**config.mk**
```make
export PLATFORM = sky130hd
export DESIGN_NAME = message_packet_framer_top
export DESIGN_NICKNAME = d
export VERILOG_FILES = /design/src/sv/mpf_pkg.sv /design/src/sv/mpf_rem.sv /design/src/sv/mpf_dp.sv /design/src/sv/mpf_ctrl.sv /design/src/sv/message_packet_framer_top.sv
export SDC_FILE = /design/constraint.sdc
export NUM_CORES = 1
export LEC_CHECK = 0
export BUFFER_PORTS_ARGS = -buffer_cell sky130_fd_sc_hd__clkbuf_2
export CAP_MARGIN = 10
export CORE_ASPECT_RATIO = 1.1
export CORE_MARGIN = 2
export CORE_UTILIZATION = 50
export CTS_CLUSTER_SIZE = 14
export DETAILED_ROUTE_END_ITERATION = 12
export GPL_ROUTABILITY_DRIVEN = 1
export GPL_TIMING_DRIVEN = 0
export PLACE_DENSITY = 0.66
export SLEW_MARGIN = 30
export SYNTH_ARGS = -nofsm -noshare
export SYNTH_HDL_FRONTEND = slang
export SYNTH_SLANG_ARGS = --single-unit
```
**constraint.sdc**
```tcl
create_clock -name clk_i -period 37.9 [get_ports clk_i]
set_clock_uncertainty 0.2 [all_clocks]
set_input_delay 3.79 -clock clk_i [delete_from_list [all_inputs] [get_ports clk_i]]
set_output_delay 3.79 -clock clk_i [all_outputs]
set_load 0.005 [all_outputs]
```
**src/sv/mpf_pkg.sv**
```systemverilog
package mpf_pkg;

  localparam int unsigned HEADER_BYTES = 20;
  localparam logic [15:0] END_COUNT    = 16'hFFFF;
  localparam logic [15:0] MIN_TS_LEN   = 16'd11;

  localparam logic [1:0] CFG_REPLAY_MODE      = 2'd0;
  localparam logic [1:0] CFG_DROP_PERIOD      = 2'd1;
  localparam logic [1:0] CFG_DUPLICATE_PERIOD = 2'd2;

  typedef enum logic [1:0] {
    KIND_DATA    = 2'd0,
    KIND_END     = 2'd1,
    KIND_DISCARD = 2'd2
  } record_kind_e;

  typedef enum logic [1:0] {
    ST_IDLE,
    ST_DECIDE,
    ST_MOD,
    ST_EMIT
  } state_e;

  typedef struct packed {
    logic latch_in;
    logic rem_start;
    logic load_close;
    logic load_end;
    logic load_disc;
    logic add_msg;
  } cmd_t;

  typedef struct packed {
    logic halted;
    logic is_end;
    logic skip;
    logic oversize;
    logic open;
    logic need_split;
    logic need_mod;
    logic rem_busy;
    logic out_free;
  } status_t;

endpackage

```
**src/sv/mpf_rem.sv**
```systemverilog
module mpf_rem (
  input  logic        clk_i,
  input  logic        rst_ni,
  input  logic        start_i,
  input  logic [63:0] dividend_i,
  input  logic [15:0] divisor_i,
  output logic        busy_o,
  output logic [15:0] rem_o
);
  import mpf_pkg::*;

  logic        busy_q, busy_d;
  logic [5:0]  cnt_q, cnt_d;
  logic [15:0] rem_q, rem_d;
  logic [63:0] dvd_q, dvd_d;
  logic [16:0] trial;

  // one quotient bit per cycle, restoring
  always_comb begin
    busy_d = busy_q;
    cnt_d  = cnt_q;
    rem_d  = rem_q;
    dvd_d  = dvd_q;
    trial  = {rem_q, dvd_q[63]};
    if (start_i) begin
      busy_d = 1'b1;
      cnt_d  = '0;
      rem_d  = '0;
      dvd_d  = dividend_i;
    end else if (busy_q) begin
      if (trial >= {1'b0, divisor_i}) begin
        rem_d = 16'(trial - {1'b0, divisor_i});
      end else begin
        rem_d = trial[15:0];
      end
      dvd_d = {dvd_q[62:0], 1'b0};
      cnt_d = cnt_q + 6'd1;
      if (cnt_q == 6'd63) begin
        busy_d = 1'b0;
      end
    end
  end

  always_ff @(posedge clk_i or negedge rst_ni) begin
    if (!rst_ni) begin
      busy_q <= 1'b0;
      cnt_q  <= '0;
    end else begin
      busy_q <= busy_d;
      cnt_q  <= cnt_d;
    end
  end

  always_ff @(posedge clk_i) begin
    rem_q <= rem_d;
    dvd_q <= dvd_d;
  end

  assign busy_o = busy_q;
  assign rem_o  = rem_q;

endmodule

```
**src/sv/mpf_dp.sv**
```systemverilog
module mpf_dp #(
  parameter int unsigned PACKET_BYTES = 1472
) (
  input  logic                 clk_i,
  input  logic                 rst_ni,
  input  mpf_pkg::cmd_t        cmd_i,
  output mpf_pkg::status_t     status_o,
  input  logic [15:0]          message_length_i,
  input  logic [47:0]          message_time_i,
  input  logic                 stream_end_i,
  input  logic                 cfg_we_i,
  input  logic [1:0]           cfg_index_i,
  input  logic [15:0]          cfg_data_i,
  output logic                 out_valid_o,
  input  logic                 out_ready_i,
  output logic [1:0]           record_kind_o,
  output logic [63:0]          first_sequence_o,
  output logic [15:0]          packet_messages_o,
  output logic [15:0]          packet_payload_bytes_o,
  output logic                 send_it_o,
  output logic                 send_twice_o,
  output logic [47:0]          relative_time_o,
  output logic                 last_record_o
);
  import mpf_pkg::*;

  localparam logic [17:0] PayloadLimit = 18'(PACKET_BYTES - HEADER_BYTES);

  // configuration
  logic        replay_q;
  logic [15:0] drop_q, dupp_q;

  // latched input word
  logic [15:0] len_q;
  logic [47:0] time_q;
  logic        end_q;

  // packet state
  logic [63:0] seq_q;
  logic [15:0] count_q, bytes_q;
  logic [47:0] open_time_q, origin_q;
  logic        origin_seen_q, halted_q;

  // output register
  logic        out_valid_q;
  logic [1:0]  kind_q;
  logic [63:0] oseq_q;
  logic [15:0] omsg_q, obytes_q;
  logic        osend_q, otwice_q, olast_q;
  logic [47:0] orel_q;

  logic        busy_drop, busy_dup;
  logic [15:0] rem_drop, rem_dup;
  logic [17:0] word_bytes;
  logic        fits, split_ts, snd, dup;

  mpf_rem u_rem_drop (
    .clk_i      (clk_i),
    .rst_ni     (rst_ni),
    .start_i    (cmd_i.rem_start),
    .dividend_i (seq_q),
    .divisor_i  (drop_q),
    .busy_o     (busy_drop),
    .rem_o      (rem_drop)
  );

  mpf_rem u_rem_dup (
    .clk_i      (clk_i),
    .rst_ni     (rst_ni),
    .start_i    (cmd_i.rem_start),
    .dividend_i (seq_q),
    .divisor_i  (dupp_q),
    .busy_o     (busy_dup),
    .rem_o      (rem_dup)
  );

  assign word_bytes = {2'b00, len_q} + 18'd2;
  assign fits       = ({2'b00, bytes_q} + word_bytes) <= PayloadLimit;
  assign split_ts   = replay_q && (time_q != open_time_q);

  assign snd = !(!replay_q && (drop_q != 16'd0) && (rem_drop == 16'd0));
  assign dup = snd && !replay_q && (dupp_q != 16'd0) && (rem_dup == 16'd0);

  always_comb begin
    status_o.halted     = halted_q;
    status_o.is_end     = end_q;
    status_o.skip       = replay_q && (len_q < MIN_TS_LEN);
    status_o.oversize   = word_bytes > PayloadLimit;
    status_o.open       = count_q != 16'd0;
    status_o.need_split = (count_q != 16'd0) && (!fits || split_ts);
    status_o.need_mod   = !replay_q && ((drop_q != 16'd0) || (dupp_q != 16'd0));
    status_o.rem_busy   = busy_drop || busy_dup;
    status_o.out_free   = !out_valid_q || out_ready_i;
  end

  always_ff @(posedge clk_i or negedge rst_ni) begin
    if (!rst_ni) begin
      replay_q <= 1'b0;
      drop_q   <= '0;
      dupp_q   <= '0;
    end else if (cfg_we_i) begin
      unique case (cfg_index_i)
        CFG_REPLAY_MODE:      replay_q <= cfg_data_i[0];
        CFG_DROP_PERIOD:      drop_q   <= cfg_data_i;
        CFG_DUPLICATE_PERIOD: dupp_q   <= cfg_data_i;
        default: ;
      endcase
    end
  end

  always_ff @(posedge clk_i) begin
    if (cmd_i.latch_in) begin
      len_q  <= message_length_i;
      time_q <= message_time_i;
      end_q  <= stream_end_i;
    end
  end

  always_ff @(posedge clk_i or negedge rst_ni) begin
    if (!rst_ni) begin
      seq_q         <= 64'd1;
      count_q       <= '0;
      bytes_q       <= '0;
      open_time_q   <= '0;
      origin_q      <= '0;
      origin_seen_q <= 1'b0;
      halted_q      <= 1'b0;
    end else begin
      if (cmd_i.load_close) begin
        seq_q   <= seq_q + {48'd0, count_q};
        count_q <= '0;
        bytes_q <= '0;
      end
      if (cmd_i.load_disc) begin
        halted_q <= 1'b1;
      end
      if (cmd_i.add_msg) begin
        count_q <= count_q + 16'd1;
        bytes_q <= 16'({2'b00, bytes_q} + word_bytes);
        if (count_q == 16'd0) begin
          open_time_q <= time_q;
          if (!origin_seen_q) begin
            origin_q      <= time_q;
            origin_seen_q <= 1'b1;
          end
        end
      end
    end
  end

  always_ff @(posedge clk_i or negedge rst_ni) begin
    if (!rst_ni) begin
      out_valid_q <= 1'b0;
    end else if (cmd_i.load_close || cmd_i.load_end || cmd_i.load_disc) begin
      out_valid_q <= 1'b1;
    end else if (out_ready_i) begin
      out_valid_q <= 1'b0;
    end
  end

  always_ff @(posedge clk_i) begin
    if (cmd_i.load_close) begin
      kind_q   <= KIND_DATA;
      oseq_q   <= seq_q;
      omsg_q   <= count_q;
      obytes_q <= bytes_q;
      osend_q  <= snd;
      otwice_q <= dup;
      orel_q   <= open_time_q - origin_q;
      olast_q  <= !end_q && !(word_bytes > PayloadLimit);
    end else if (cmd_i.load_end || cmd_i.load_disc) begin
      kind_q   <= cmd_i.load_end ? KIND_END : KIND_DISCARD;
      oseq_q   <= seq_q;
      omsg_q   <= cmd_i.load_end ? END_COUNT : 16'd0;
      obytes_q <= '0;
      osend_q  <= cmd_i.load_end;
      otwice_q <= 1'b0;
      orel_q   <= '0;
      olast_q  <= 1'b1;
    end
  end

  assign out_valid_o            = out_valid_q;
  assign record_kind_o          = kind_q;
  assign first_sequence_o       = oseq_q;
  assign packet_messages_o      = omsg_q;
  assign packet_payload_bytes_o = obytes_q;
  assign send_it_o              = osend_q;
  assign send_twice_o           = otwice_q;
  assign relative_time_o        = orel_q;
  assign last_record_o          = olast_q;

endmodule

```
**src/sv/mpf_ctrl.sv**
```systemverilog
module mpf_ctrl (
  input  logic             clk_i,
  input  logic             rst_ni,
  input  logic             in_valid_i,
  output logic             in_ready_o,
  input  mpf_pkg::status_t status_i,
  output mpf_pkg::cmd_t    cmd_o
);
  import mpf_pkg::*;

  state_e state_q, state_d;
  logic   close_now;

  assign close_now = !status_i.halted && status_i.open &&
                     (status_i.is_end ||
                      (!status_i.skip && (status_i.oversize || status_i.need_split)));

  always_comb begin
    state_d = state_q;
    unique case (state_q)
      ST_IDLE: begin
        if (in_valid_i) state_d = ST_DECIDE;
      end
      ST_DECIDE: begin
        priority if (status_i.halted) begin
          state_d = ST_IDLE;
        end else if (close_now) begin
          state_d = status_i.need_mod ? ST_MOD : ST_EMIT;
        end else if (status_i.is_end || (!status_i.skip && status_i.oversize)) begin
          if (status_i.out_free) state_d = ST_IDLE;
        end else begin
          state_d = ST_IDLE;
        end
      end
      ST_MOD: begin
        if (!status_i.rem_busy) state_d = ST_EMIT;
      end
      ST_EMIT: begin
        if (status_i.out_free) state_d = ST_DECIDE;
      end
      default: state_d = ST_IDLE;
    endcase
  end

  always_comb begin
    cmd_o      = '0;
    in_ready_o = 1'b0;
    unique case (state_q)
      ST_IDLE: begin
        in_ready_o     = 1'b1;
        cmd_o.latch_in = in_valid_i;
      end
      ST_DECIDE: begin
        priority if (status_i.halted) begin
          cmd_o = '0;
        end else if (close_now) begin
          cmd_o.rem_start = status_i.need_mod;
        end else if (status_i.is_end) begin
          cmd_o.load_end = status_i.out_free;
        end else if (status_i.skip) begin
          cmd_o = '0;
        end else if (status_i.oversize) begin
          cmd_o.load_disc = status_i.out_free;
        end else begin
          cmd_o.add_msg = 1'b1;
        end
      end
      ST_MOD: cmd_o = '0;
      ST_EMIT: begin
        cmd_o.load_close = status_i.out_free;
      end
      default: cmd_o = '0;
    endcase
  end

  always_ff @(posedge clk_i or negedge rst_ni) begin
    if (!rst_ni) begin
      state_q <= ST_IDLE;
    end else begin
      state_q <= state_d;
    end
  end

endmodule

```
**src/sv/message_packet_framer_top.sv**
```systemverilog
// channel   direction  handshake               payload
// input     in         in_valid_i/in_ready_o   message_length_i, message_time_i, stream_end_i
// output    out        out_valid_o/out_ready_i record_kind_o .. last_record_o
// config    in         cfg_we_i                cfg_index_i, cfg_data_i
//
// a word that joins the open packet passes through the idle and decide states; a packet
// close adds the emit state, plus the mod state in bulk mode with a nonzero period for the
// bit-serial sequence remainder; a record waits until the output register is free
// asynchronous active-low reset, sequence starts at one, no clearing pass
// a stalled output holds the controller, input ready is low until done
module message_packet_framer_top #(
  parameter int unsigned PACKET_BYTES = 1472
) (
  input  logic        clk_i,
  input  logic        rst_ni,
  input  logic        in_valid_i,
  output logic        in_ready_o,
  input  logic [15:0] message_length_i,
  input  logic [47:0] message_time_i,
  input  logic        stream_end_i,
  output logic        out_valid_o,
  input  logic        out_ready_i,
  output logic [1:0]  record_kind_o,
  output logic [63:0] first_sequence_o,
  output logic [15:0] packet_messages_o,
  output logic [15:0] packet_payload_bytes_o,
  output logic        send_it_o,
  output logic        send_twice_o,
  output logic [47:0] relative_time_o,
  output logic        last_record_o,
  input  logic        cfg_we_i,
  input  logic [1:0]  cfg_index_i,
  input  logic [15:0] cfg_data_i
);
  import mpf_pkg::*;

  cmd_t    cmd;
  status_t status;

  mpf_ctrl u_ctrl (
    .clk_i      (clk_i),
    .rst_ni     (rst_ni),
    .in_valid_i (in_valid_i),
    .in_ready_o (in_ready_o),
    .status_i   (status),
    .cmd_o      (cmd)
  );

  mpf_dp #(
    .PACKET_BYTES (PACKET_BYTES)
  ) u_dp (
    .clk_i                  (clk_i),
    .rst_ni                 (rst_ni),
    .cmd_i                  (cmd),
    .status_o               (status),
    .message_length_i       (message_length_i),
    .message_time_i         (message_time_i),
    .stream_end_i           (stream_end_i),
    .cfg_we_i               (cfg_we_i),
    .cfg_index_i            (cfg_index_i),
    .cfg_data_i             (cfg_data_i),
    .out_valid_o            (out_valid_o),
    .out_ready_i            (out_ready_i),
    .record_kind_o          (record_kind_o),
    .first_sequence_o       (first_sequence_o),
    .packet_messages_o      (packet_messages_o),
    .packet_payload_bytes_o (packet_payload_bytes_o),
    .send_it_o              (send_it_o),
    .send_twice_o           (send_twice_o),
    .relative_time_o        (relative_time_o),
    .last_record_o          (last_record_o)
  );

endmodule
```
==> run_results.csv, run 1 <==
group,metric,value,unit
sta,fmax,0.152,GHz
synth,ys_warn_count,0,
routing,vias_per_cell,5.65,
sta,hold_ws,267,ps
place,place_area,0.0341,mm2
routing,ant_nets,0,
layout,area_delta_synth_final,15.4,%
sta,period_needed,6580,ps
sta,worst_pin_slew,858,ps
setup_path,cp_num_buf_inv,4,
synth,netlist_instances,2621,
global_route,grt_pass1_wl,122000,um
synth,synth.net_count,2834,
cts,clk_latency,600,ps
sta,fin_tns_setup,0,ps
cts,cts_tree,"built",
sta,slew_violations,0,
routing,dr.pass1.iters,5,
synth,ys.flop_type,"edfxtp_1",
synth,synth_seq_area_share,54.0,%
setup_path,rrSetupSlack,32440,ps
setup_path,reg2reg_depth,17,
place,port_buffers,238,
routing,wl,77100,um
cts,hold_buffers,0,
synth,synth_cell_types,83,
cts,clk_pin_slew_worst_paths,60,ps
cts,cts.sinks,618,
layout,fin_cells,3834,
place,post-place-ws,30710,ps
pwr,ir_worst_vdd,0.0345,mV
setup_path,arrival,6870,ps
worst_hold_path,min_from,"u_dp.record_kind_o[0]$_SDFFE_PP0P_",
layout,insertedDiodeCount,0,
routing,vias,21700,
synth,async_reset_ff_share,39.5,%
routing,drc,0,
sta,relSlewSlack,42.3,%
layout,post-route-cell-area,0.0364,mm2
sta,fin_ws,31320,ps
cts,cts.path.max_buffers,3,
pwr,total_power,1.51,mW
global_route,track_usage,23.7,%
setup_path,cp_data_required_time,38180,ps
routing,drtIter0Drc,1519,
cts,cts-root-buf,"clkbuf_16",
layout,drive_gt1_share,21.5,%
setup_path,critical-path-top-delay-family,"simple AND/OR/NAND/NOR gates",
run_status,status,"finished clean",
sta,hold_viol_final,0,
layout,layout_commonest_cell,"edfxtp_1",
setup_path,r2r-end,"u_dp.u_rem_dup.dvd_q[15]$_DFFE_PP_",
synth,avgSynthCellArea,12.0,um2
global_route,antenna_found_initial,0,
die,start_util,50.5,%
layout,layout.cells.most_common_list,"edfxtp_1, dfrtp_1, clkbuf_2",
cts,htree_num_levels,3,
synth,synth-seq-cells,618,
setup_path,critPathCaptureType,"flop",
setup_path,r2r-start,"u_dp.len_q[1]$_DFFE_PP_",
die,die_area,0.0650,mm2
worst_hold_path,min_delay_path_depth,2,
global_route,grt_start_max_net_pins,76,
pwr,p_leak,14.9,nW
die,io_pins,239,
setup_path,cpMaxStageDelayCell,"clkbuf_1",
setup_path,crit_fanout,10,
sta,min_period_over_period,17.4,%
pwr,powerDensity,41.6,mW/mm2
die,die_height,267,um
global_route,grt-ovfl-total,0,
cts,ctsResizeCount,0,
synth,synth_edf_count,340,
place,place_congestion,0.924,
setup_path,crit_chain,"clkbuf_2 -> nand2b_1 -> and2_1 -> clkbuf_1 -> and4_1 -> and4_1 -> and3_1 -> and4_1 -> clkbuf_1 -> clkbuf_1 -> o2111ai_1 -> xnor2_1",
sta,setup_violations,0,
setup_path,setup.worst_path.class,"input port to flop",
layout,final_util,58.3,%
setup_path,crit_path_max_incr_delay,470,ps
sta,rsz0062_at_grt,"no",
layout,fin_nets,3158,
global_route,grt_pass1_vias,22100,
die,num_rows,96,
place,place_hpwl,56600,um
flow_run,cap_violations,0,
cts,postCtsSetupBuffers,0,
place,dpl.cell_count,3707,
die,core_area,0.0623,mm2
worst_hold_path,hold_end,"u_dp.record_kind_o[0]$_SDFFE_PP0P_",
setup_path,startpoint_type,"input port",
worst_hold_path,min_path_type,"flop to flop",
synth,netlist_area,0.0315,mm2
cts,cts_buffers,69,
routing,wire_per_inst,20.1,um
die,fp.dieW,243,um
sequential cells by signal (all words and copies together), names as in the netlist, 2 cells and up:
name / count
u_dp.u_rem_drop.rem_o: 16
u_dp.time_q: 48
u_dp.bytes_q: 16
u_dp.u_rem_drop.dvd_q: 64
u_dp.first_sequence_o: 64
u_ctrl.state_q: 2
u_dp.open_time_q: 48
u_dp.origin_q: 48
u_dp.seq_q: 64
u_dp.dupp_q: 16
u_dp.u_rem_drop.cnt_q: 6
u_dp.relative_time_o: 48
u_dp.packet_messages_o: 16
u_dp.drop_q: 16
u_dp.u_rem_dup.cnt_q: 6
u_dp.record_kind_o: 2
u_dp.u_rem_dup.rem_o: 16
u_dp.count_q: 16
u_dp.len_q: 16
u_dp.u_rem_dup.dvd_q: 64
u_dp.packet_payload_bytes_o: 16
kinds of logic after synthesis:
logic type	count (synthesis)	synth area share, %
DFF	618	54.0
AOI/OAI and AO/OA	524	11.2
buffers and inverters	238	3.58
xor gates and xnor gates	194	5.39
and+or+nand+nor	668	10.6
adders and majority gates	125	5.08
muxes	254	10.3
worst max-delay path by stage:
stage / slack [ps] / startpoint / cells past startpoint / end
6_report: 31320 / out_ready_i / 12 / u_dp.seq_q[62]$_DFFE_PN0P_
4_1_cts: 31330 / out_ready_i / 12 / u_dp.seq_q[62]$_DFFE_PN0P_
2_1_floorplan: 22340 / out_ready_i / 4 / u_dp.first_sequence_o[0]$_DFFE_PP_
3_3_place_gp: 16870 / out_ready_i / 5 / u_dp.first_sequence_o[39]$_DFFE_PP_
5_1_grt: 31070 / out_ready_i / 12 / u_dp.seq_q[63]$_DFFE_PN0P_
3_5_place_dp: 30710 / out_ready_i / 12 / u_dp.seq_q[62]$_DFFE_PN0P_
tightest hold or removal path: cells and delay by family (launching register included):
kind | cells | cell delay, ps
AND/OR/NAND/NOR | 2 | 100
flip-flops | 1 | 320
per-layer routing:
layer / GRT usage, % / share of wire (%)
met1: 31.1 / 44
met2: 40.4 / 49
met3: 3.70 / 4.8
met4: 7.81 / 2.6
met5: 0 / 0
power by group:
group / switching (mW) / internal [mW] / total (mW)
combinational: 0.0644 / 0.0425 / 0.107
sequential: 0.0202 / 0.729 / 0.749
clock: 0.275 / 0.380 / 0.655
synth_stat cells (14+ instances only):
master	instances	area share, %
edfxtp_1	340	32
dfrtp_1	243	19
nand2_1	186	2.2
nor2_1	149	1.8
inv_1	131	1.6
ha_1	120	4.8
o21ai_0	118	1.9
a21oi_1	113	1.8
mux2_4	110	5.2
xor2_1	108	3.0
mux2_2	102	3.6
xnor2_1	86	2.4
clkbuf_1	63	0.75
a211oi_1	56	1.3
nand3_1	55	0.87
and3_1	47	0.93
a21o_1	45	1.1
nor4_1	37	0.73
nor3_1	36	0.57
mux2i_1	35	1.1
nand4_1	35	0.69
dfxtp_1	34	2.2
o21a_1	29	0.69
buf_2	23	0.37
nand2b_1	23	0.46
o2111ai_1	21	0.58
and2_1	20	0.40
o31ai_1	19	0.45
nor2b_1	16	0.32
a211o_1	15	0.42
o211ai_1	15	0.36
a31oi_1	14	0.28
final cells by class:
type	instances	area, um2
tap	833	1040
inverter	131	492
timing repair buffer	253	1570
buffer	107	637
sequential	618	17000
fill	5123	26000
multi-input combinational	1765	13400
clock inverter	42	344
clock buffer	85	1870
Note: power is estimated with default switching activity, not from simulation.
==> inputs of run 2 (changes only) <==
clock period = 6.5 ns   (was 37.9 ns; I/O delays follow)
==> run 2 against run 1 <==
Compared with the run above: combinational power rose to 5.9 times the previous value; largest cell class unchanged; clock-buffer cell count down 1; worst hold slack worse by 240 ps; non-clock buffer count up 22; largest power group unchanged; die area unchanged; first-iteration DRC count down 8.0%.
==> run_results.csv, run 2 (synthesized netlist as in run 1, its figures left out) <==
group,metric,value,unit
run_status,status,"finished clean",
routing,vias,21700,
layout,area_delta_synth_final,16.3,%
global_route,grt_pass1_vias,22000,
global_route,grt_start_max_net_pins,78,
pwr,switching_share,23.4,%
cts,hold_buffers,22,
routing,wl,76900,um
cts,cts_tree,"built",
routing,wire_per_inst,20.0,um
place,place_area,0.0341,mm2
die,die_area,0.0650,mm2
layout,layout_commonest_cell,"edfxtp_1",
setup_path,cp_data_required_time,6590,ps
sta,setup_violations,0,
sta,fmax,0.184,GHz
global_route,grt_pass1_wl,123000,um
layout,layout.cells.most_common_list,"edfxtp_1, dfrtp_1, clkbuf_2",
global_route,antenna_found_initial,0,
setup_path,startpoint_type,"flop",
sta,slew_violations,0,
layout,insertedDiodeCount,0,
sta,worst_pin_slew,958,ps
worst_hold_path,min_path_type,"input port to flop",
setup_path,cp_num_buf_inv,4,
cts,htree_num_levels,3,
setup_path,arrival,5530,ps
routing,vias_per_cell,5.64,
setup_path,worst-path-stages,17,
die,num_rows,96,
layout,drive_gt1_share,21.2,%
sta,rsz0062_at_grt,"no",
die,die_height,267,um
cts,ctsResizeCount,0,
setup_path,critical-path-top-delay-family,"compound AO/OA/AOI/OAI gates",
global_route,grt-ovfl-total,0,
setup_path,crit_fanout,33,
setup_path,reg2reg_depth,17,
pwr,ir_worst_vdd,0.195,mV
place,place_congestion,0.930,
cts,cts-root-buf,"clkbuf_16",
pwr,powerDensity,244,mW/mm2
setup_path,r2r-end,"u_dp.u_rem_dup.dvd_q[30]$_DFFE_PP_",
cts,cts.sinks,618,
worst_hold_path,min_delay_path_depth,1,
die,io_pins,239,
die,core_area,0.0623,mm2
layout,post-route-cell-area,0.0366,mm2
sta,relSlewSlack,36.1,%
pwr,p_leak,15.0,nW
cts,cts.path.max_buffers,3,
global_route,track_usage,23.7,%
setup_path,crit_path_max_incr_delay,450,ps
routing,ant_nets,0,
setup_path,r2r-start,"u_dp.len_q[1]$_DFFE_PP_",
pwr,switchingPower,2.09,mW
routing,dr.pass1.iters,6,
setup_path,critPathCaptureType,"flop",
cts,postCtsSetupBuffers,0,
pwr,p_int,6.85,mW
flow_run,cap_violations,0,
place,port_buffers,238,
worst_hold_path,hold_end,"u_dp.len_q[9]$_DFFE_PP_",
sta,hold_viol_final,0,
place,place_hpwl,56300,um
layout,fin_nets,3178,
setup_path,cpMaxStageDelayCell,"or2_4",
pwr,clock_power_share,44.1,%
die,start_util,50.5,%
sta,min_period_over_period,83.8,%
die,fp.dieW,243,um
pwr,p_seq_share,48.8,%
cts,clk_latency,610,ps
routing,drtIter0Drc,1397,
setup_path,rrSetupSlack,1060,ps
pwr,p_comb_share,7.1,%
cts,cts_buffers,67,
setup_path,setup.worst_path.class,"flop to flop",
routing,drc,0,
worst_hold_path,min_from,"message_length_i[9]",
pwr,total_power,8.95,mW
sta,period_needed,5440,ps
setup_path,crit_chain,"ha_1 -> clkbuf_1 -> nand3_1 -> xnor2_1 -> ha_1 -> nand3_1 -> a211oi_2 -> a21oi_1 -> a211oi_1 -> and3b_1 -> o31a_1 -> a41oi_2 -> and2_4 -> buf_6 -> buf_6 -> or2_4 -> buf_12",
cts,clk_pin_slew_worst_paths,60,ps
## run 2: layer usage
layer  part of all wire, %  GRT usage (%)
met5                     0              0
met4                   3.1           8.66
met3                   4.9           3.71
met2                    48           40.2
met1                    44           30.9
## run 2: power groups by stage
stage               combinational, mW  sequential (mW)  clock [mW]
floorplan                       0.408             4.40           0
global placement                0.586             4.45           0
detailed placement              0.621             4.44           0
CTS                             0.636             4.36        4.04
global route                    0.705             4.37        4.19
finish                          0.635             4.36        3.95
## run 2: worst max path at each step
stage	start	endpoint	slack, ps
after CTS	u_dp.len_q[1]$_DFFE_PP_	u_dp.u_rem_dup.dvd_q[28]$_DFFE_PP_	1060
after global routing	u_dp.len_q[1]$_DFFE_PP_	u_dp.u_rem_dup.dvd_q[30]$_DFFE_PP_	730
final	u_dp.len_q[1]$_DFFE_PP_	u_dp.u_rem_dup.dvd_q[30]$_DFFE_PP_	1060
after detailed placement	u_dp.len_q[1]$_DFFE_PP_	u_dp.u_rem_dup.dvd_q[27]$_DFFE_PP_	1110
after floorplan	u_dp.count_q[1]$_DFFE_PN0P_	u_dp.first_sequence_o[0]$_DFFE_PP_	480
after global placement	u_dp.count_q[1]$_DFFE_PN0P_	u_dp.first_sequence_o[39]$_DFFE_PP_	-1960
## run 2: cell type report
cell class | count | area [um2]
Clock inverter | 39 | 477
Tap cell | 833 | 1040
Buffer | 107 | 637
Multi-Input combinational cell | 1765 | 13400
Sequential cell | 618 | 17000
Fill cell | 5098 | 25700
Clock buffer | 84 | 1800
Inverter | 131 | 492
Timing Repair Buffer | 275 | 1780
## run 2: stage by stage
step	util, %	setup WS (ps)	setup TNS (ps)	instances	hold slack, ps
global placement	54.1	-1960	-436270	3692	250
global route	58.8	727	0	3852	5.64
CTS	58.8	1060	0	3852	0.401
floorplan	-	485	0	2621	154
detailed placement	54.7	1110	0	3707	258
finish	58.8	1060	0	3852	27.9
## run 2: worst reg2reg max path: cells and delay by family (launching register included)
| family | cells | cell delay, ps |
|---|---|---|
| xor+xnor | 1 | 240 |
| buf+inv | 4 | 980 |
| flops | 1 | 440 |
| fa+ha+maj | 2 | 570 |
| simple gates | 5 | 1330 |
| compound gates | 5 | 1340 |
